==> src/sv/sscd_pkg.sv <==
// Shared types, codes and segment tables for the seven-segment counter display block.
package sscd_pkg;

  localparam int MAX_DIGITS     = 8;
  localparam int DIGITS_DEFAULT = 8;
  localparam int STEP_W         = 3;
  localparam int ADDR_W         = 4;
  localparam int VAL_W          = 8;
  localparam int BCD_W          = 4;
  localparam int CFG_IDX_W      = 2;
  localparam int CFG_DATA_W     = 4;
  localparam int IN_DATA_W      = 8;
  localparam int OUT_DATA_W     = 16;
  localparam int INIT_WRITES    = 5;

  localparam logic [2:0] FUNC_INCR  = 3'd0;
  localparam logic [2:0] FUNC_COUNT = 3'd1;
  localparam logic [2:0] FUNC_MSG   = 3'd2;
  localparam logic [2:0] FUNC_ZEROS = 3'd3;
  localparam logic [2:0] FUNC_INIT  = 3'd4;

  localparam logic [CFG_IDX_W-1:0] CFG_BRIGHTNESS = 2'd0;
  localparam logic [CFG_IDX_W-1:0] CFG_SCAN_LIMIT = 2'd1;

  localparam logic [ADDR_W-1:0] REG_DECODE   = 4'h9;
  localparam logic [ADDR_W-1:0] REG_BRIGHT   = 4'hA;
  localparam logic [ADDR_W-1:0] REG_SCAN     = 4'hB;
  localparam logic [ADDR_W-1:0] REG_SHUTDOWN = 4'hC;
  localparam logic [ADDR_W-1:0] REG_TEST     = 4'hF;

  localparam logic [VAL_W-1:0] SEG_ZERO = 8'h7E;

  typedef enum logic [2:0] {
    CMD_INCR,
    CMD_COUNT,
    CMD_MSG,
    CMD_ZEROS,
    CMD_INIT
  } cmd_t;

  typedef enum logic {
    ST_IDLE,
    ST_RUN
  } back_state_t;

  typedef struct packed {
    cmd_t       cmd;
    logic [2:0] sel;
  } cmd_entry_t;

  localparam logic [VAL_W-1:0] HEX_SEG [16] = '{
    8'h7E, 8'h30, 8'h6D, 8'h79, 8'h33, 8'h5B, 8'h5F, 8'h70,
    8'h7F, 8'h7B, 8'h77, 8'h1F, 8'h4E, 8'h3D, 8'h4F, 8'h47
  };

  localparam logic [VAL_W-1:0] MSG_TAB [6][8] = '{
    '{8'h4F, 8'h05, 8'h05, 8'h1D, 8'h05, 8'h00, 8'h7E, 8'h00},
    '{8'h4E, 8'h7E, 8'h76, 8'h76, 8'h4F, 8'h4E, 8'h70, 8'hC0},
    '{8'h3D, 8'h30, 8'h5B, 8'h4E, 8'h7E, 8'h76, 8'h76, 8'h80},
    '{8'h7F, 8'h77, 8'h3D, 8'h00, 8'h5B, 8'h30, 8'h6D, 8'h4F},
    '{8'h7F, 8'h77, 8'h3D, 8'h00, 8'h67, 8'h7E, 8'h5B, 8'h00},
    '{8'h7F, 8'h77, 8'h3D, 8'h00, 8'h40, 8'h46, 8'h77, 8'h5E}
  };

endpackage

==> src/sv/sscd_front.sv <==
// Front end: accepts input items, decodes the function and pushes commands to the queue.
module sscd_front (
  input  logic                            in_tvalid,
  output logic                            in_tready,
  input  logic [sscd_pkg::IN_DATA_W-1:0]  in_tdata,   // [2:0] func, [5:3] status_code
  input  logic                            q_full,
  output logic                            q_push,
  output sscd_pkg::cmd_entry_t            q_entry
);

  logic [2:0] func;
  logic [2:0] status_code;
  logic       known;

  assign func        = in_tdata[2:0];
  assign status_code = in_tdata[5:3];
  assign in_tready   = !q_full;

  always_comb begin
    known       = 1'b1;
    q_entry.cmd = sscd_pkg::CMD_INCR;
    case (func)
      sscd_pkg::FUNC_INCR:  q_entry.cmd = sscd_pkg::CMD_INCR;
      sscd_pkg::FUNC_COUNT: q_entry.cmd = sscd_pkg::CMD_COUNT;
      sscd_pkg::FUNC_MSG:   q_entry.cmd = sscd_pkg::CMD_MSG;
      sscd_pkg::FUNC_ZEROS: q_entry.cmd = sscd_pkg::CMD_ZEROS;
      sscd_pkg::FUNC_INIT:  q_entry.cmd = sscd_pkg::CMD_INIT;
      default:              known = 1'b0;
    endcase
    if (status_code >= 3'd1 && status_code <= 3'd5) begin
      q_entry.sel = status_code;
    end else begin
      q_entry.sel = 3'd0;
    end
  end

  // Undefined functions are accepted and dropped here.
  assign q_push = in_tvalid && !q_full && known;

endmodule

==> src/sv/sscd_queue.sv <==
// Two-entry command queue between the front end and the back end.
module sscd_queue (
  input  logic                 clk,
  input  logic                 rst_n,
  input  logic                 push,
  input  sscd_pkg::cmd_entry_t push_entry,
  output logic                 full,
  input  logic                 pop,
  output logic                 head_valid,
  output sscd_pkg::cmd_entry_t head
);

  sscd_pkg::cmd_entry_t mem_r [2];
  logic                 wr_ptr_r, wr_ptr_nxt;
  logic                 rd_ptr_r, rd_ptr_nxt;
  logic [1:0]           cnt_r, cnt_nxt;
  logic                 do_push, do_pop;

  assign full       = (cnt_r == 2'd2);
  assign head_valid = (cnt_r != 2'd0);
  assign head       = mem_r[rd_ptr_r];
  assign do_push    = push && !full;
  assign do_pop     = pop && head_valid;

  always_comb begin
    wr_ptr_nxt = do_push ? !wr_ptr_r : wr_ptr_r;
    rd_ptr_nxt = do_pop ? !rd_ptr_r : rd_ptr_r;
    cnt_nxt    = cnt_r;
    if (do_push && !do_pop) begin
      cnt_nxt = cnt_r + 2'd1;
    end else if (do_pop && !do_push) begin
      cnt_nxt = cnt_r - 2'd1;
    end
  end

  always_ff @(posedge clk) begin
    if (!rst_n) begin
      wr_ptr_r <= 1'b0;
      rd_ptr_r <= 1'b0;
      cnt_r    <= 2'd0;
    end else begin
      wr_ptr_r <= wr_ptr_nxt;
      rd_ptr_r <= rd_ptr_nxt;
      cnt_r    <= cnt_nxt;
    end
  end

  always_ff @(posedge clk) begin
    if (do_push) begin
      mem_r[wr_ptr_r] <= push_entry;
    end
  end

endmodule

==> src/sv/sscd_back.sv <==
// Back end: keeps the BCD counter and sequences the driver register writes.
module sscd_back #(
  parameter int DIGITS = sscd_pkg::DIGITS_DEFAULT
) (
  input  logic                             clk,
  input  logic                             rst_n,
  input  logic                             head_valid,
  input  sscd_pkg::cmd_entry_t             head,
  output logic                             pop,
  input  logic [3:0]                       brightness,
  input  logic [2:0]                       scan_limit,
  output logic                             out_tvalid,
  input  logic                             out_tready,
  output logic [sscd_pkg::OUT_DATA_W-1:0]  out_tdata,  // [3:0] reg_address, [11:4] reg_value
  output logic                             out_tlast   // last_write
);

  localparam logic [sscd_pkg::STEP_W-1:0] LAST_DIGIT = sscd_pkg::STEP_W'(DIGITS - 1);
  localparam logic [sscd_pkg::STEP_W-1:0] LAST_INIT  =
    sscd_pkg::STEP_W'(sscd_pkg::INIT_WRITES - 1);

  sscd_pkg::back_state_t state_r, state_nxt;
  sscd_pkg::cmd_t        cmd_r;
  logic [2:0]            sel_r;
  logic [sscd_pkg::STEP_W-1:0] step_r;
  logic [sscd_pkg::BCD_W-1:0]  count_r [sscd_pkg::MAX_DIGITS];
  logic [sscd_pkg::BCD_W-1:0]  count_inc [sscd_pkg::MAX_DIGITS];
  logic                  out_valid_r, out_valid_nxt;
  logic [sscd_pkg::ADDR_W-1:0] addr_r;
  logic [sscd_pkg::VAL_W-1:0]  val_r;
  logic                  last_r;
  logic                  emit;
  logic                  is_last;
  logic [sscd_pkg::ADDR_W-1:0] wr_addr;
  logic [sscd_pkg::VAL_W-1:0]  wr_val;
  logic                  carry;

  always_comb begin
    carry = 1'b1;
    for (int d = 0; d < sscd_pkg::MAX_DIGITS; d++) begin
      count_inc[d] = count_r[d];
      if (d < DIGITS && carry) begin
        if (count_r[d] >= 4'd9) begin
          count_inc[d] = 4'd0;
        end else begin
          count_inc[d] = count_r[d] + 4'd1;
          carry        = 1'b0;
        end
      end
    end
  end

  assign is_last = (cmd_r == sscd_pkg::CMD_INIT) ? (step_r == LAST_INIT)
                                                 : (step_r == LAST_DIGIT);

  always_comb begin
    wr_addr = sscd_pkg::ADDR_W'(DIGITS) - {1'b0, step_r};
    wr_val  = sscd_pkg::SEG_ZERO;
    case (cmd_r)
      sscd_pkg::CMD_COUNT: begin
        wr_val = sscd_pkg::HEX_SEG[count_r[LAST_DIGIT - step_r]];
      end
      sscd_pkg::CMD_MSG: begin
        wr_val = sscd_pkg::MSG_TAB[sel_r][step_r];
      end
      sscd_pkg::CMD_ZEROS: begin
        wr_addr = {1'b0, step_r} + 4'd1;
      end
      sscd_pkg::CMD_INIT: begin
        case (step_r)
          3'd0: begin
            wr_addr = sscd_pkg::REG_TEST;
            wr_val  = 8'h00;
          end
          3'd1: begin
            wr_addr = sscd_pkg::REG_SHUTDOWN;
            wr_val  = 8'h01;
          end
          3'd2: begin
            wr_addr = sscd_pkg::REG_SCAN;
            wr_val  = {5'd0, scan_limit};
          end
          3'd3: begin
            wr_addr = sscd_pkg::REG_BRIGHT;
            wr_val  = {4'd0, brightness};
          end
          default: begin
            wr_addr = sscd_pkg::REG_DECODE;
            wr_val  = 8'h00;
          end
        endcase
      end
      default: ;
    endcase
  end

  always_comb begin
    state_nxt = state_r;
    case (state_r)
      sscd_pkg::ST_IDLE: begin
        if (head_valid && head.cmd != sscd_pkg::CMD_INCR) begin
          state_nxt = sscd_pkg::ST_RUN;
        end
      end
      sscd_pkg::ST_RUN: begin
        if (emit && is_last) begin
          state_nxt = sscd_pkg::ST_IDLE;
        end
      end
      default: state_nxt = sscd_pkg::ST_IDLE;
    endcase
  end

  always_comb begin
    pop  = 1'b0;
    emit = 1'b0;
    case (state_r)
      sscd_pkg::ST_IDLE: pop  = head_valid;
      sscd_pkg::ST_RUN:  emit = !out_valid_r || out_tready;
      default: ;
    endcase
  end

  always_comb begin
    out_valid_nxt = out_valid_r;
    if (emit) begin
      out_valid_nxt = 1'b1;
    end else if (out_tready) begin
      out_valid_nxt = 1'b0;
    end
  end

  always_ff @(posedge clk) begin
    if (!rst_n) begin
      state_r     <= sscd_pkg::ST_IDLE;
      out_valid_r <= 1'b0;
      step_r      <= '0;
      cmd_r       <= sscd_pkg::CMD_INCR;
      for (int d = 0; d < sscd_pkg::MAX_DIGITS; d++) begin
        count_r[d] <= '0;
      end
    end else begin
      state_r     <= state_nxt;
      out_valid_r <= out_valid_nxt;
      if (pop) begin
        cmd_r  <= head.cmd;
        step_r <= '0;
        if (head.cmd == sscd_pkg::CMD_INCR) begin
          count_r <= count_inc;
        end
      end else if (emit) begin
        step_r <= step_r + 3'd1;
      end
    end
  end

  always_ff @(posedge clk) begin
    if (pop) begin
      sel_r <= head.sel;
    end
    if (emit) begin
      addr_r <= wr_addr;
      val_r  <= wr_val;
      last_r <= is_last;
    end
  end

  assign out_tvalid = out_valid_r;
  assign out_tdata  = {4'd0, val_r, addr_r};
  assign out_tlast  = last_r;

endmodule

==> src/sv/seven_segment_counter_display.sv <==
// Top level of the seven-segment counter display command block.
//
// Channel   Direction  Payload
// in_       slave      tdata[2:0] func, tdata[5:3] status_code
// out_      master     tdata[3:0] reg_address, tdata[11:4] reg_value, tlast last_write
// cfg_      slave      cfg_index (0 brightness, 1 scan_limit), cfg_data
//
// A display command leaves the queue, then the sequencer issues one register write
// per cycle while the output is not stalled: DIGITS writes for show commands, five
// for initialize, none for increment. The back end's write sequencer sets that rate.
// Reset clears the counter to zero, brightness to 15 and scan limit to 7.
// A stalled output holds the sequencer; the two-entry queue keeps taking items until full.
module seven_segment_counter_display #(
  parameter int DIGITS = sscd_pkg::DIGITS_DEFAULT
) (
  input  logic                             clk,
  input  logic                             rst_n,
  input  logic                             in_tvalid,
  output logic                             in_tready,
  input  logic [sscd_pkg::IN_DATA_W-1:0]   in_tdata,   // [2:0] func, [5:3] status_code
  output logic                             out_tvalid,
  input  logic                             out_tready,
  output logic [sscd_pkg::OUT_DATA_W-1:0]  out_tdata,  // [3:0] reg_address, [11:4] reg_value
  output logic                             out_tlast,  // last_write
  input  logic                             cfg_valid,
  output logic                             cfg_ready,
  input  logic [sscd_pkg::CFG_IDX_W-1:0]   cfg_index,
  input  logic [sscd_pkg::CFG_DATA_W-1:0]  cfg_data
);

  logic                 q_full;
  logic                 q_push;
  sscd_pkg::cmd_entry_t q_entry;
  logic                 q_pop;
  logic                 q_head_valid;
  sscd_pkg::cmd_entry_t q_head;
  logic [3:0]           brightness_r;
  logic [2:0]           scan_limit_r;

  assign cfg_ready = 1'b1;

  always_ff @(posedge clk) begin
    if (!rst_n) begin
      brightness_r <= 4'd15;
      scan_limit_r <= 3'd7;
    end else if (cfg_valid) begin
      if (cfg_index == sscd_pkg::CFG_BRIGHTNESS) begin
        brightness_r <= cfg_data;
      end else if (cfg_index == sscd_pkg::CFG_SCAN_LIMIT) begin
        scan_limit_r <= cfg_data[2:0];
      end
    end
  end

  sscd_front u_front (
    .in_tvalid (in_tvalid),
    .in_tready (in_tready),
    .in_tdata  (in_tdata),
    .q_full    (q_full),
    .q_push    (q_push),
    .q_entry   (q_entry)
  );

  sscd_queue u_queue (
    .clk        (clk),
    .rst_n      (rst_n),
    .push       (q_push),
    .push_entry (q_entry),
    .full       (q_full),
    .pop        (q_pop),
    .head_valid (q_head_valid),
    .head       (q_head)
  );

  sscd_back #(
    .DIGITS (DIGITS)
  ) u_back (
    .clk        (clk),
    .rst_n      (rst_n),
    .head_valid (q_head_valid),
    .head       (q_head),
    .pop        (q_pop),
    .brightness (brightness_r),
    .scan_limit (scan_limit_r),
    .out_tvalid (out_tvalid),
    .out_tready (out_tready),
    .out_tdata  (out_tdata),
    .out_tlast  (out_tlast)
  );

endmodule

==> config.mk <==
export PLATFORM = sky130hd
export DESIGN_NAME = seven_segment_counter_display
export DESIGN_NICKNAME = d
export VERILOG_FILES = /design/src/sv/sscd_pkg.sv /design/src/sv/sscd_front.sv /design/src/sv/sscd_queue.sv /design/src/sv/sscd_back.sv /design/src/sv/seven_segment_counter_display.sv
export SDC_FILE = /design/constraint.sdc
export NUM_CORES = 1
export LEC_CHECK = 0
export BUFFER_PORTS_ARGS = -buffer_cell sky130_fd_sc_hd__buf_2
export CAP_MARGIN = 20
export CORE_MARGIN = 2
export CORE_UTILIZATION = 50
export DETAILED_ROUTE_END_ITERATION = 10
export GPL_TIMING_DRIVEN = 0
export PLACE_DENSITY = 0.73
export RECOVER_POWER = 50
export SYNTH_ARGS = -nofsm -noshare
export SYNTH_HDL_FRONTEND = slang
export SYNTH_SLANG_ARGS = --single-unit
==> constraint.sdc <==
create_clock -name clk -period 6.7 [get_ports clk]
set_input_delay 0.335 -clock clk [delete_from_list [all_inputs] [get_ports clk]]
set_output_delay 0.335 -clock clk [all_outputs]
set_load 0.05 [all_outputs]
* After elaboration in Yosys (flattened, before gate mapping) *
Memory sizes are Yosys's and may differ from the RTL's. A register that Yosys moved wholly into a read port is not among the register bits.
Cells that the tools add are included.

storage, ports and cells
  register bits after elaboration = 67
  bits in latches = 0
  memories kept = 3
  output and inout bits = 20
  ROM bits = 640
  logic and storage cells = 162
  input bits = 19
  memory bits (writable) = 12

memories
  memory            depth  bits a word  rd ports  clocked after Yosys merged registers in  write ports  RTL line          text
  (name not given)  8      64           1         0                                        0            sscd_back.sv:64   wr_val = sscd_pkg::MSG_TAB[sel_r][step_r];
  (name not given)  16     8            1         0                                        0            sscd_back.sv:61   wr_val = sscd_pkg::HEX_SEG[count_r[LAST_DIGIT - step_r]];
  u_queue.mem_r     2      6            1         1                                        1            sscd_queue.sv:13  sscd_pkg::cmd_entry_t mem_r [2];

operators by class
  order comparisons = 14
  shifts and indexed selects = 0
  reductions and logical operators = 36
  divide/modulo/power cells = 0
  multiply operators = 0
  eq/ne operators = 15
  bitwise logic cells = 7
  muxes and demuxes = 52
  add/subtract/negate cells = 14

operator list
  operator             number
  $mux 64              2
  $ge 4x4->1 const B   11
  $mux 4               10
  $add 4x1->4 const B  8
  $mux 8               4
  $mux 1               25
  $bmux 8 s3           1
  $pmux 3 s4           2
  $pmux 8 s3           1
  $reduce_and 3->1     8
  $eq 3x2->1 const B   6
  $bmux 4 s3           1
  $eq 3x3->1 const B   4
  $not 3->4            3
  $pmux 4 s3           1
  $eq 3x1->1 const B   3
  $logic_and 1x1->1    9
  $logic_not 3->1      3
  $pmux 4 s2           1
  $logic_not 1->1      6
  $reduce_bool 2->1    3
  $ge 5x5->1 const B   1
  $not 4->5            1
  $reduce_or 5->1      1
  other kinds (19)     23

* Logic depth before layout (Yosys ltp) *
Gate-level depths: netlist of the first run.

  depth in word-level cells = 10
  depth in mapped cells = 10
  mapped depth without buffers = 8

* Modules after synthesis *
From an unflattened synthesis of the first run, not the netlist that was laid out.

second synthesis, totals
  cell total of the unflattened synthesis = 574
  area, all modules = 5286.3 sq um

by module, submodules not included
  module                         seq. area each (sq um)  cells each  instances  area each (sq um)
  sscd_back                      1281.2                  492         1          4242.8
  sscd_queue                     460.4                   44          1          668.1
  seven_segment_counter_display  140.1                   29          1          316.6
  sscd_front                     0.0                     9           1          58.8

* Least setup slack after synthesis of the first run *
Ideal clock, no wire load.

  path kind = flip-flop to flip-flop
  start point = reg u_back.step_r[2] in the netlist's numbering
  end point = reg u_back.val_r[3] in the netlist's numbering, data pin
  path buffers = 2
  library setup time = 0.265 ns
  cell stages (with the launch flop) = 10
  required time = 6.435 ns
  arrival time = 2.441 ns
  slack = 3.993 ns
  period minus slack after synthesis = 2.707 ns
  path through = dfxtp_1 > buf_2 > clkbuf_1 > mux4_2 > mux2i_1 > ha_1 > inv_1 > mux2i_1 > a2111oi_0 > nand2_1

between the ends
  longest elaborated chain between the ends = 10
  elaborated cells on any way between the ends = 18
  those cells by class = add/sub (1); eq/ne (3); mux (10); bitwise (3); memory (1)

RTL lines
  item                                        RTL line          text
  from (decl)                                 sscd_back.sv:25   logic [sscd_pkg::STEP_W-1:0] step_r;
  from (signal assigned)                      sscd_back.sv:152  step_r <= step_r + 3'd1;
  $sub 3x3->3                                 sscd_back.sv:61
  $not 3->4 (implied by the code)             sscd_back.sv:61
  $bmux 4 s3                                  sscd_back.sv:61
  $mux 4 (implied by the code) (2 in series)  sscd_back.sv:61
  $not 4->5 (implied by the code)             sscd_back.sv:61
  $mem_v2 16x8                                -
  $mux 8 (implied by the code) (2 in series)  sscd_back.sv:61
  $pmux 8 s3 *                                sscd_back.sv:59   case (cmd_r)
  named net u_back.wr_val, one bit            sscd_back.sv:35   logic [sscd_pkg::VAL_W-1:0] wr_val;
  to (signal assigned)                        sscd_back.sv:163  val_r <= wr_val;
  to (decl)                                   sscd_back.sv:30   logic [sscd_pkg::VAL_W-1:0] val_r;

The timed path passes the listed nets; every way through them passes the cells marked *. The select of a mux whose other input is x is not followed.
A chain may end at the register's enable or synchronous reset.

* Worst setup path in the final report of the first run *
Ends and elaborated chain as after synthesis.

==> insert_results.sql, run 1 <==
INSERT INTO impl_metrics (metric_group, metric, value, unit) VALUES
('status', 'status', 'finished, final reports clean', ''),
('synth', 'synth_cell_types', '69', ''),
('finish', 'finish.instance_area', '5700', 'um2'),
('clock_tree', 'cts_tree', 'done', ''),
('global_routing', 'grt_first_pass_wirelength', '19600', 'um'),
('sta', 'final-max-slew-violation-count', '0', ''),
('sta', 'finalHoldViolations', '0', ''),
('global_routing', 'via_count_of_the_first_global_routing_pass', '4073', ''),
('sta', 'setup-violations-final', '0', ''),
('clock_tree', 'cts.reportedPaths.clkPinSlew', '0.09', 'ns'),
('worst_setup_path', 'worst_setup_path_end_kind', 'register', ''),
('pwr', 'leakagePower', '2.24', 'nW'),
('pwr', 'finalPower', '0.00184', 'W'),
('route', 'wirelength', '11800', 'um'),
('route', 'viasPerCell', '5.79', ''),
('floorplanning', 'floorplan.die_area', '11200', 'um2'),
('worst_setup_path', 'critPathArrivalTime', '3.41', 'ns'),
('hold_path', 'hold_path.startpoint', 'cfg_data[1]', ''),
('route', 'number_of_remaining_drc_errors', '0', ''),
('route', 'first_pass_iters', '5', ''),
('route', 'detail-route-antenna-nets', '0', ''),
('worst_setup_path', 'cp-start-kind', 'register', ''),
('clock_tree', 'clock_insertion_delay_worst_skew', '0.36', 'ns'),
('worst_setup_path', 'cpPeakStageDelay', '0.45', 'ns'),
('synth', 'syn_area_per_cell', '9.27', 'um2'),
('clock_tree', 'max-clock-path-buffers', '2', ''),
('clock_tree', 'clock_h_tree_levels', '3', ''),
('finish', 'layout.area.seq', '1880', 'um2'),
('finish', 'insertedDiodeCount', '0', ''),
('hold_path', 'worstHoldPathCells', '3', ''),
('placement', 'port-buffer-count', '30', ''),
('worst_setup_path', 'crit_slowest_cell', 'sky130_fd_sc_hd__mux2i_1', ''),
('route', '1st_iter_drt_viols', '316', ''),
('worst_setup_path', 'timing.critical_path.cells', 'buf_2 -> clkbuf_1 -> mux4_2 -> mux2i_1 -> ha_1 -> inv_1 -> mux2i_1 -> a2111oi_0 -> nand2_1', ''),
('pwr', 'power-per-cell-area', '324', 'nW/um2'),
('finish', 'proportion_of_layout_cells_with_a_drive_suffix_above_1', '9.88', '%'),
('clock_tree', 'cts_setup_buffers', '0', ''),
('clock_tree', 'cts_repair_resize_count', '0', ''),
('placement', 'dp.final_hpwl', '8890', 'um'),
('route', 'vias', '4302', ''),
('finish', 'multiInputGateArea', '3010', 'um2'),
('worst_setup_path', 'critical_path.top_delay_family', 'multiplexers', ''),
('finish', 'fillCellCount', '932', ''),
('synth', 'sequential_area_share_after_synthesis', '36.4', '%'),
('placement', 'post_dp_cell_area', '5500', 'um2'),
('worst_setup_path', 'worstPathBufferInverterCount', '3', ''),
('global_routing', 'grt_antenna_before_repair', '0', ''),
('finish', 'layout.core_utilization', '55.9', '%'),
('synth', 'ys_top_cells_by_area', 'sky130_fd_sc_hd__dfxtp_1, sky130_fd_sc_hd__edfxtp_1, sky130_fd_sc_hd__ha_1', ''),
('worst_setup_path', 'crit_required', '6.81', 'ns'),
('clock_tree', 'clock_sinks', '80', ''),
('finish', 'flow.area_growth_from_synthesis', '10.2', '%'),
('clock_tree', 'ctsHoldBuffers', '0', ''),
('worst_setup_path', 'reg2reg_depth', '9', ''),
('sta', 'slew_headroom', '36.0', '%'),
('synth', 'synth_largest_type_area_fraction', '20.1', '%'),
('synth', 'yosys_warnings', '0', ''),
('synth', 'synth_top_area_cell', 'sky130_fd_sc_hd__dfxtp_1', ''),
('synth', 'synth-edff-count', '28', ''),
('clock_tree', 'ctsRootBufferMaster', 'sky130_fd_sc_hd__clkbuf_8', ''),
('sta', 'period_share', '49.3', '%'),
('sta', 'fmax', '0.303', 'GHz'),
('worst_setup_path', 'timing_worst_setup_path_type', 'register to register', ''),
('hold_path', 'min_to', 'brightness_r[1]', ''),
('sta', 'layout_min_cycle_time', '3.30', 'ns'),
('sta', 'clock-skew-final', '0.00395', 'ns'),
('global_routing', 'grt_ovf', '0', ''),
('sta', 'timing.setup.tns', '0', 'ns'),
('floorplanning', 'core_area', '10200', 'um2'),
('global_routing', 'grt_usage', '21.8', '%'),
('finish', 'nNetsFinal', '668', '');
-- final cells by class --
cell class,instances,area share [%]
tap,136,2.99
timing repair buffer,30,2.20
clock buffer,9,2.17
multi-input combinational,413,52.8
clock inverter,7,1.87
inverter,39,2.57
buffer,29,2.33
sequential,80,33.0
-- layer usage --
layer | vias to the layer above | part of all wire (%) | GRT usage (%)
met5 | - | 0 | 0
met4 | 0 | 1.7 | 6.95
met3 | 18 | 5.4 | 4.08
met2 | 144 | 48 | 35.9
met1 | 2034 | 45 | 29.1
li1 | 2106 | - | -
-- logic make-up after synthesis --
family | Yosys count | share of synthesized area [%]
AO/OA/AOI/OAI | 133 | 18.1
buffers and inverters | 68 | 5.54
XOR/XNOR | 6 | 1.02
multiplexers | 32 | 7.77
adder cells (fa/ha/maj) | 47 | 11.4
flip-flops | 80 | 36.4
other | 2 | 0.145
AND/OR/NAND/NOR | 190 | 19.7
-- sequential cells by signal, summed over array words and instances, names as in the netlist, 2 cells and up, named ones only --
| register | cells |
|---|---|
| u_back.addr_r | 4 |
| u_queue.mem_r | 12 |
| u_back.val_r | 8 |
| u_back.step_r | 3 |
| brightness_r | 4 |
| u_back.count_r | 32 |
| scan_limit_r | 3 |
| u_back.cmd_r | 3 |
| u_back.sel_r | 3 |
| u_queue.cnt_r | 2 |
-- worst max path at each step --
| stage | from | to | cells after the start | slack, ns |
|---|---|---|---|---|
| global route | u_back.step_r[2] | u_back.val_r[3] | 9 | 3.10 |
| floorplan | u_back.step_r[2] | u_back.val_r[3] | 9 | 3.99 |
| global placement | u_back.step_r[2] | u_back.val_r[3] | 9 | 3.52 |
| finish | u_back.step_r[2] | u_back.val_r[3] | 9 | 3.40 |
| detailed placement | u_back.step_r[2] | u_back.val_r[3] | 9 | 3.42 |
| CTS | u_back.step_r[2] | u_back.val_r[3] | 9 | 3.41 |
-- power by group --
part / internal, W / total, W / leakage [nW] / switching [W]
logic: 0.000248 / 0.000758 / 1.44 / 0.000510
clock network: 0.000218 / 0.000418 / 0.117 / 0.000200
registers: 0.000606 / 0.000669 / 0.680 / 0.0000626
-- tightest hold or removal path, delay by kind of cell --
family	cells	cell delay, ns
mux	1	0.06
simple gates	1	0.05
buf+inv	1	0.08
-- stage by stage --
stage	hold slack [ns]	setup slack, ns	instances
floorplan	0.441	3.99	561
global placement	0.460	3.52	727
detailed placement	0.475	3.42	727
CTS	0.186	3.41	743
global route	0.189	3.10	743
finish	0.200	3.40	743
-- layout by cell type (no fill, tap or decap), drive strengths merged, types with 5 or more instances in the layout --
cell type,count
dfxtp,52
ha,47
nor2,46
nand2,46
clkbuf,45
inv,43
o21ai,33
edfxtp,28
buf,23
a21oi,22
nand3,21
mux2i,21
a21boi,16
nor2b,12
and2,10
nor3,9
o31ai,8
nand2b,8
o211a,7
mux4,6
o21a,5
nor3b,5
mux2,5
conb,5
nand4,5
-- Yosys cell counts (8+ instances only) --
cell type	instances
sky130_fd_sc_hd__and2_1	10
sky130_fd_sc_hd__nor3_1	8
sky130_fd_sc_hd__mux2i_1	21
sky130_fd_sc_hd__o21ai_0	31
sky130_fd_sc_hd__o31ai_1	8
sky130_fd_sc_hd__a21oi_1	21
sky130_fd_sc_hd__ha_1	47
sky130_fd_sc_hd__inv_1	36
sky130_fd_sc_hd__edfxtp_1	28
sky130_fd_sc_hd__nor2b_1	12
sky130_fd_sc_hd__nand2b_1	8
sky130_fd_sc_hd__clkbuf_1	15
sky130_fd_sc_hd__nand3_1	21
sky130_fd_sc_hd__dfxtp_1	52
sky130_fd_sc_hd__nor2_1	46
sky130_fd_sc_hd__nand2_1	46
sky130_fd_sc_hd__a21boi_0	11
(Power assumes the default switching activity.)
==> run 2, diff against run 1 <==
==> constraint.sdc (replaced) <==
create_clock -name clk -period 3.12 [get_ports clk]
set_input_delay 0.156 -clock clk [delete_from_list [all_inputs] [get_ports clk]]
set_output_delay 0.156 -clock clk [all_outputs]
set_load 0.05 [all_outputs]
==> insert_results.sql, run 2 (synthesis gave the netlist of run 1 again) <==
INSERT INTO impl_metrics (metric_group, metric, value, unit) VALUES
('finish', 'mostFrequentLayoutCell', 'sky130_fd_sc_hd__dfxtp_1', ''),
('finish', 'proportion_of_layout_cells_with_a_drive_suffix_above_1', '10.2', '%'),
('route', 'number_of_remaining_drc_errors', '0', ''),
('sta', 'timing.setup.tns', '0', 'ns'),
('clock_tree', 'cts-buffers-inserted', '9', ''),
('floorplanning', 'core_area', '10200', 'um2'),
('finish', 'largest_register_ff_count', '32', ''),
('sta', 'layout_min_cycle_time', '2.90', 'ns'),
('pwr', 'peakVddDrop', '0.000471', 'V'),
('global_routing', 'grt_antenna_before_repair', '0', ''),
('global_routing', 'grt_max_degree', '18', ''),
('floorplanning', 'floorplan.die.height', '106', 'um'),
('finish', 'nNetsFinal', '668', ''),
('sta', 'setup-violations-final', '0', ''),
('clock_tree', 'clock_sinks', '80', ''),
('route', 'viasPerCell', '5.76', ''),
('clock_tree', 'clock_h_tree_levels', '3', ''),
('sta', 'slew_headroom', '33.3', '%'),
('finish', 'largestRegisters', 'u_back.count_r (32), u_queue.mem_r (12), u_back.val_r (8)', ''),
('floorplanning', 'fp.dieW', '106', 'um'),
('finish', 'layout.area.seq', '1880', 'um2'),
('route', 'vias', '4282', ''),
('placement', 'place.gp.congestion', '0.934', ''),
('sta', 'final-max-slew-violation-count', '0', ''),
('global_routing', 'grt_ovf', '0', ''),
('sta', 'clock-skew-final', '0.00455', 'ns'),
('route', 'detail-route-antenna-nets', '0', ''),
('clock_tree', 'cts_tree', 'done', ''),
('route', '1st_iter_drt_viols', '341', ''),
('sta', 'transition_at_the_pin_with_the_smallest_max_transition_slack', '1.00', 'ns'),
('hold_path', 'holdCritPathClass', 'primary input to register', ''),
('worst_setup_path', 'worst_setup_path_end_kind', 'register', ''),
('worst_setup_path', 'crit_required', '3.23', 'ns'),
('global_routing', 'via_count_of_the_first_global_routing_pass', '4073', ''),
('global_routing', 'grt_first_pass_wirelength', '19600', 'um'),
('floorplanning', 'floorplan.initialDensity', '50.8', '%'),
('clock_tree', 'cts.reportedPaths.clkPinSlew', '0.09', 'ns'),
('worst_setup_path', 'critPathArrivalTime', '3.01', 'ns'),
('route', 'first_pass_iters', '5', ''),
('clock_tree', 'ctsRootBufferMaster', 'sky130_fd_sc_hd__clkbuf_8', ''),
('global_routing', 'grt_usage', '21.8', '%'),
('floorplanning', 'floorplan.die_area', '11200', 'um2'),
('finish', 'insertedDiodeCount', '0', ''),
('floorplanning', 'boundaryPins', '39', ''),
('sta', 'finalHoldViolations', '0', ''),
('route', 'wirelength', '11800', 'um'),
('worst_setup_path', 'cp-start-kind', 'register', ''),
('pwr', 'power-per-cell-area', '694', 'nW/um2'),
('finish', 'fillCellCount', '929', ''),
('flow_run', 'timing.max_cap.violations', '0', ''),
('finish', 'flow.area_growth_from_synthesis', '10.5', '%'),
('sta', 'period_share', '93.0', '%'),
('placement', 'dp.final_hpwl', '8890', 'um'),
('pwr', 'leakagePower', '2.24', 'nW'),
('finish', 'multiInputGateArea', '3020', 'um2'),
('finish', 'most-common-layout-cells', 'sky130_fd_sc_hd__dfxtp_1, sky130_fd_sc_hd__ha_1, sky130_fd_sc_hd__nor2_1, sky130_fd_sc_hd__nand2_1, sky130_fd_sc_hd__inv_1', ''),
('floorplanning', 'placementRows', '37', ''),
('clock_tree', 'max-clock-path-buffers', '2', ''),
('clock_tree', 'cts_setup_buffers', '0', ''),
('placement', 'dpl_worst_slack', '-0.158', 'ns'),
('worst_setup_path', 'crit_path_max_fanout', '10', ''),
('status', 'status', 'finished, final reports clean', ''),
('clock_tree', 'clock_insertion_delay_worst_skew', '0.36', 'ns'),
('sta', 'post-route-worst-setup-slack', '0.218', 'ns'),
('route', 'routed_length_per_placed_instance', '15.9', 'um'),
('worst_setup_path', 'timing_worst_setup_path_type', 'register to register', ''),
('sta', 'fmax', '0.345', 'GHz'),
('finish', 'regMostFlops', 'u_back.count_r', ''),
('placement', 'port-buffer-count', '30', '');
run 2: cell count changes in the layout (fill, tap and decap cells not counted), sizes merged:
cell    before  now
buf         23   22
clkbuf      45   46
run 2: metal layers:
metal | part of all wire [%] | global-route usage, %
met1 | 46 | 29.1
met2 | 47 | 35.9
met3 | 5.6 | 4.08
met4 | 1.4 | 6.95
met5 | 0 | 0
run 2: critical path: stages, from the launching register on:
cell	delay (ns)
sky130_fd_sc_hd__dfxtp_1	0.44
sky130_fd_sc_hd__clkbuf_4	0.26
sky130_fd_sc_hd__clkbuf_2	0.27
sky130_fd_sc_hd__mux4_2	0.39
sky130_fd_sc_hd__mux2i_4	0.28
sky130_fd_sc_hd__ha_1	0.30
sky130_fd_sc_hd__inv_1	0.07
sky130_fd_sc_hd__mux2i_1	0.08
sky130_fd_sc_hd__a2111oi_0	0.45
sky130_fd_sc_hd__nand2_1	0.12
run 2: final timing paths:
path                     endpoint  slack [ns]  depth (start not counted)        startpoint
setup reg to reg  u_back.val_r[3]        0.22                          9  u_back.step_r[2]
hold reg to reg   scan_limit_r[1]        0.49                          2   scan_limit_r[1]
hold / removal    brightness_r[1]        0.02                          3       cfg_data[1]
setup / recovery  u_back.val_r[3]        0.22                          9  u_back.step_r[2]
run 2: repair_timing:
item / CTS / global route
pin swaps: 0 / 0
endpoints found under the setup margin: 1 / 3
gates resized for setup: 1 / 3
hold buffers: 0 / 0
run 2: through the flow:
step                      hold slack [ns]  instances  area [um2]  util (%)  power [W]
after floorplan                     0.281        561        5180         -    0.00271
after global placement              0.378        727        5500      54.0    0.00307
after detailed placement            0.392        727        5500      54.0    0.00309
after CTS                         0.00717        743        5730      56.3    0.00399
after global routing               0.0101        743        5710      56.1    0.00420
final                              0.0233        743        5710      56.1    0.00396
run 2: area by class of cell:
class | instances | area share [%]
inverters | 39 | 2.56
clock buffers | 9 | 2.17
clock inverters | 7 | 1.86
well taps | 136 | 2.98
repair buffers | 30 | 2.19
flip-flops and latches | 80 | 32.9
plain buffers | 29 | 2.39
multi-input cells | 413 | 52.9
run 2: power breakdown:
part,switching [W],internal [W],leakage (nW),total (W)
registers,0.000135,0.00130,0.680,0.00144
clock network,0.000428,0.000468,0.117,0.000896
logic,0.00110,0.000536,1.44,0.00163
total,0.00166,0.00231,2.24,0.00396
==> run 3, diff against run 2 <==
--- a/config.mk
+++ b/config.mk
@@ -5,13 +5,15 @@
 export SDC_FILE = /design/constraint.sdc
 export NUM_CORES = 1
 export LEC_CHECK = 0
-export BUFFER_PORTS_ARGS = -buffer_cell sky130_fd_sc_hd__buf_2
+export ABC_AREA = 1
 export CAP_MARGIN = 20
+export CORE_ASPECT_RATIO = 1.2
 export CORE_MARGIN = 2
 export CORE_UTILIZATION = 50
 export DETAILED_ROUTE_END_ITERATION = 10
+export DONT_BUFFER_PORTS = 1
 export GPL_TIMING_DRIVEN = 0
-export PLACE_DENSITY = 0.73
+export PLACE_DENSITY = 0.7
 export RECOVER_POWER = 50
 export SYNTH_ARGS = -nofsm -noshare
 export SYNTH_HDL_FRONTEND = slang
==> insert_results.sql, run 3 <==
INSERT INTO impl_metrics (metric_group, metric, value, unit) VALUES
('status', 'status', 'finished, final reports clean', ''),
('floorplanning', 'core_area', '10100', 'um2'),
('finish', 'largestRegisters', 'u_back.count_r (32), u_queue.mem_r (12), u_back.val_r (8)', ''),
('hold_path', 'min_to', 'u_queue.mem_r[1][4]', ''),
('pwr', 'power.clock.fraction', '21.4', '%'),
('worst_setup_path', 'critPathArrivalTime', '2.50', 'ns'),
('finish', 'proportion_of_layout_cells_with_a_drive_suffix_above_1', '10.0', '%'),
('placement', 'place.gp.congestion', '0.972', ''),
('synth', 'synth-compound-area-share', '13.6', '%'),
('worst_setup_path', 'crit_start', 'u_back.step_r[0]', ''),
('finish', 'nNetsFinal', '771', ''),
('pwr', 'leakagePower', '2.47', 'nW'),
('hold_path', 'hold_path.startpoint', 'in_tdata[2]', ''),
('finish', 'most-common-layout-cells', 'sky130_fd_sc_hd__nand2_1, sky130_fd_sc_hd__inv_1, sky130_fd_sc_hd__nor2_1, sky130_fd_sc_hd__dfxtp_1, sky130_fd_sc_hd__nand3_1', ''),
('clock_tree', 'max-clock-path-buffers', '2', ''),
('finish', 'layout.area.seq', '1880', 'um2'),
('hold_path', 'worstHoldPathCells', '1', ''),
('finish', 'multiInputGateArea', '2820', 'um2'),
('route', 'vias', '4491', ''),
('global_routing', 'grt_first_pass_wirelength', '20100', 'um'),
('pwr', 'swShare', '46.6', '%'),
('floorplanning', 'placementRows', '40', ''),
('worst_setup_path', 'reg2reg_slack', '0.71', 'ns'),
('synth', 'ys_ff_latch', '80', ''),
('worst_setup_path', 'timing_worst_setup_path_type', 'register to register', ''),
('sta', 'grt_setup_unrepaired', 'no', ''),
('global_routing', 'grt_max_degree', '15', ''),
('route', 'first_pass_iters', '5', ''),
('sta', 'finalHoldViolations', '0', ''),
('clock_tree', 'ctsRootBufferMaster', 'sky130_fd_sc_hd__clkbuf_16', ''),
('finish', 'regMostFlops', 'u_back.count_r', ''),
('clock_tree', 'cts-buffers-inserted', '9', ''),
('synth', 'synth_simple_gate_area_share', '28.9', '%'),
('worst_setup_path', 'worst_r2r_startpoint', 'u_back.step_r[0]', ''),
('pwr', 'netSwitchingPower', '0.00215', 'W'),
('floorplanning', 'floorplan.die.height', '116', 'um'),
('finish', 'fin_cells', '836', ''),
('finish', 'largest_register_ff_count', '32', ''),
('synth', 'synth_cell_types', '48', ''),
('placement', 'dpl.cell_count', '814', ''),
('clock_tree', 'cts_tree', 'done', ''),
('worst_setup_path', 'crit_path_max_fanout', '10', ''),
('synth', 'synth_top_area_cell', 'sky130_fd_sc_hd__dfxtp_1', ''),
('flow_run', 'timing.max_cap.violations', '0', ''),
('synth', 'yosys_warnings', '0', ''),
('hold_path', 'holdCritPathClass', 'primary input to register', ''),
('synth', 'combinational_family_with_the_most_area_after_synthesis', 'simple AND/OR/NAND/NOR gates', ''),
('pwr', 'power-per-cell-area', '812', 'nW/um2'),
('pwr', 'power_frac_comb', '40.2', '%'),
('floorplanning', 'boundaryPins', '39', ''),
('global_routing', 'grt_usage', '22.3', '%'),
('floorplanning', 'fp.dieW', '97.0', 'um'),
('floorplanning', 'floorplan.initialDensity', '51.6', '%'),
('worst_setup_path', 'reg2reg_depth', '14', ''),
('global_routing', 'via_count_of_the_first_global_routing_pass', '4309', ''),
('worst_setup_path', 'worst_setup_path_end_kind', 'register', ''),
('placement', 'port-buffer-count', '0', ''),
('route', 'routed_length_per_placed_instance', '14.5', 'um'),
('clock_tree', 'clock_insertion_delay_worst_skew', '0.35', 'ns'),
('sta', 'final-max-slew-violation-count', '0', ''),
('route', '1st_iter_drt_viols', '214', ''),
('global_routing', 'grt_ovf', '0', ''),
('clock_tree', 'clock_h_tree_levels', '3', ''),
('clock_tree', 'cts_repair_resize_count', '0', ''),
('sta', 'slew_headroom', '58.5', '%'),
('sta', 'fmax', '0.414', 'GHz'),
('pwr', 'seq_power_share', '38.5', '%'),
('sta', 'clock-skew-final', '0.00732', 'ns'),
('synth', 'syn_area_per_cell', '7.58', 'um2'),
('placement', 'dp.final_hpwl', '9190', 'um'),
('worst_setup_path', 'crit_required', '3.21', 'ns'),
('route', 'number_of_remaining_drc_errors', '0', ''),
('floorplanning', 'floorplan.die_area', '11200', 'um2'),
('worst_setup_path', 'cp-start-kind', 'register', ''),
('worst_setup_path', 'r2r_end', 'u_back.val_r[3]', ''),
('global_routing', 'grt_antenna_before_repair', '0', ''),
('pwr', 'intPower', '0.00247', 'W'),
('finish', 'layout.core_utilization', '56.5', '%'),
('sta', 'transition_at_the_pin_with_the_smallest_max_transition_slack', '0.622', 'ns'),
('route', 'wirelength', '12100', 'um'),
('pwr', 'peakVddDrop', '0.000352', 'V'),
('synth', 'proportion_of_synthesized_area_in_mux_cells', '0', '%'),
('sta', 'period_share', '77.4', '%'),
('synth', 'synth-edff-count', '28', ''),
('clock_tree', 'cts.reportedPaths.clkPinSlew', '0.06', 'ns'),
('sta', 'timing.setup.tns', '0', 'ns'),
('pwr', 'finalPower', '0.00462', 'W'),
('route', 'detail-route-antenna-nets', '0', ''),
('finish', 'fillCellCount', '915', ''),
('finish', 'flow.area_growth_from_synthesis', '9.42', '%'),
('clock_tree', 'clock_sinks', '80', ''),
('sta', 'layout_min_cycle_time', '2.41', 'ns'),
('synth', 'synth_area', '5190', 'um2'),
('finish', 'insertedDiodeCount', '0', ''),
('synth', 'synthesis.instances', '685', ''),
('route', 'viasPerCell', '5.37', ''),
('sta', 'setup-violations-final', '0', ''),
('synth', 'sequential_area_share_after_synthesis', '36.2', '%'),
('finish', 'mostFrequentLayoutCell', 'sky130_fd_sc_hd__nand2_1', ''),
('synth', 'synth-main-ff-cell', 'sky130_fd_sc_hd__dfxtp_1', ''),
('synth', 'yosysMostFrequentCell', 'sky130_fd_sc_hd__nand2_1', ''),
('synth', 'synth_largest_type_area_fraction', '20.0', '%'),
('synth', 'synthXorXnorAreaFrac', '0.337', '%'),
('synth', 'post_synth_fa_ha_maj_area_fraction', '11.3', '%'),
('synth', 'post_synth_most_frequent_cells', 'sky130_fd_sc_hd__nand2_1, sky130_fd_sc_hd__inv_1, sky130_fd_sc_hd__nor2_1', ''),
('synth', 'synth-async-reset-ratio', '0', '%'),
('synth', 'ys_top_cells_by_area', 'sky130_fd_sc_hd__dfxtp_1, sky130_fd_sc_hd__edfxtp_1, sky130_fd_sc_hd__ha_1', '');
[run 3: changes by cell type after synthesis, sizes merged, moves of 7 or more]
| cell | change |
|---|---|
| clkbuf | -11 |
| o31ai | -7 |
| mux2i | -21 |
| and2 | -10 |
| a21oi | +19 |
| nand2b | -8 |
| nor2b | -12 |
| inv | +63 |
| o21ai | +8 |
| nand2 | +117 |
| nand3 | +30 |
| nor2 | +28 |
| a21boi | -14 |
[run 3: per-stage QoR]
stage | setup WS [ns] | hold WS (ns) | cell area (um2)
2_1_floorplan | 1.14 | 0.269 | 5200
3_3_place_gp | 0.724 | 0.276 | 5360
3_5_place_dp | 0.721 | 0.285 | 5360
4_1_cts | 0.706 | 0.00146 | 5700
5_1_grt | 0.543 | 0.00588 | 5680
6_report | 0.706 | 0.00906 | 5680
[run 3: cells by family after synthesis]
group           count (synthesis)
xor+xnor                        2
other cells                     2
fa+ha+maj                      47
compound gates                118
flops                          80
buf+inv                       120
simple gates                  316
[run 3: metal layers]
| layer | global-route usage, % | routed length [um] | up-vias |
|---|---|---|---|
| li1 | - | - | 2277 |
| met1 | 26.8 | 5340 | 2066 |
| met2 | 39.1 | 5960 | 126 |
| met3 | 3.56 | 506 | 22 |
| met4 | 11.2 | 338 | 0 |
| met5 | 0 | 0 | - |
[run 3: area by class of cell]
type	instances	share of cell area, %
well taps	126	2.77
clock inverters	6	0.771
multi-input cells	488	49.6
plain buffers	18	1.85
flip-flops and latches	80	33.1
clock buffers	10	4.03
repair buffers	6	1.06
inverters	102	6.78
[run 3: repair_timing]
| item | 4_1_cts | 5_1_grt |
|---|---|---|
| hold buffers | 6 | 0 |
| endpoints found under the hold margin | 10 | 0 |
| buffers inserted | 0 | 0 |
[run 3: worst max path at each step]
| stage | slack (ns) | end |
|---|---|---|
| floorplan | 1.14 | u_back.val_r[3] |
| global placement | 0.72 | u_back.val_r[3] |
| detailed placement | 0.72 | u_back.val_r[3] |
| global route | 0.54 | u_back.val_r[3] |
| finish | 0.71 | u_back.val_r[3] |
| CTS | 0.71 | u_back.val_r[3] |
[run 3: worst max-delay path, stage by stage, from the launching register on]
cell and delay (ns):
sky130_fd_sc_hd__dfxtp_1 0.33, sky130_fd_sc_hd__buf_4 0.19, sky130_fd_sc_hd__nor2_4 0.21, sky130_fd_sc_hd__inv_1 0.11, sky130_fd_sc_hd__nor2_1 0.24, sky130_fd_sc_hd__nand2_1 0.10, sky130_fd_sc_hd__nand2_1 0.07, sky130_fd_sc_hd__nor2_1 0.03
sky130_fd_sc_hd__nand2_1 0.14, sky130_fd_sc_hd__inv_1 0.12, sky130_fd_sc_hd__ha_1 0.31, sky130_fd_sc_hd__nand2_1 0.09, sky130_fd_sc_hd__nand3_1 0.07, sky130_fd_sc_hd__nand3_1 0.09, sky130_fd_sc_hd__nand2_1 0.06
[run 3: power by group through the flow]
| stage | clock (W) | sequential (W) | combinational, W |
|---|---|---|---|
| 3_5_place_dp | 0 | 0.00180 | 0.00183 |
| 3_3_place_gp | 0 | 0.00179 | 0.00180 |
| 5_1_grt | 0.00104 | 0.00180 | 0.00209 |
| 2_1_floorplan | 0 | 0.00176 | 0.00141 |
| 6_report | 0.000987 | 0.00178 | 0.00185 |
| 4_1_cts | 0.000997 | 0.00178 | 0.00185 |
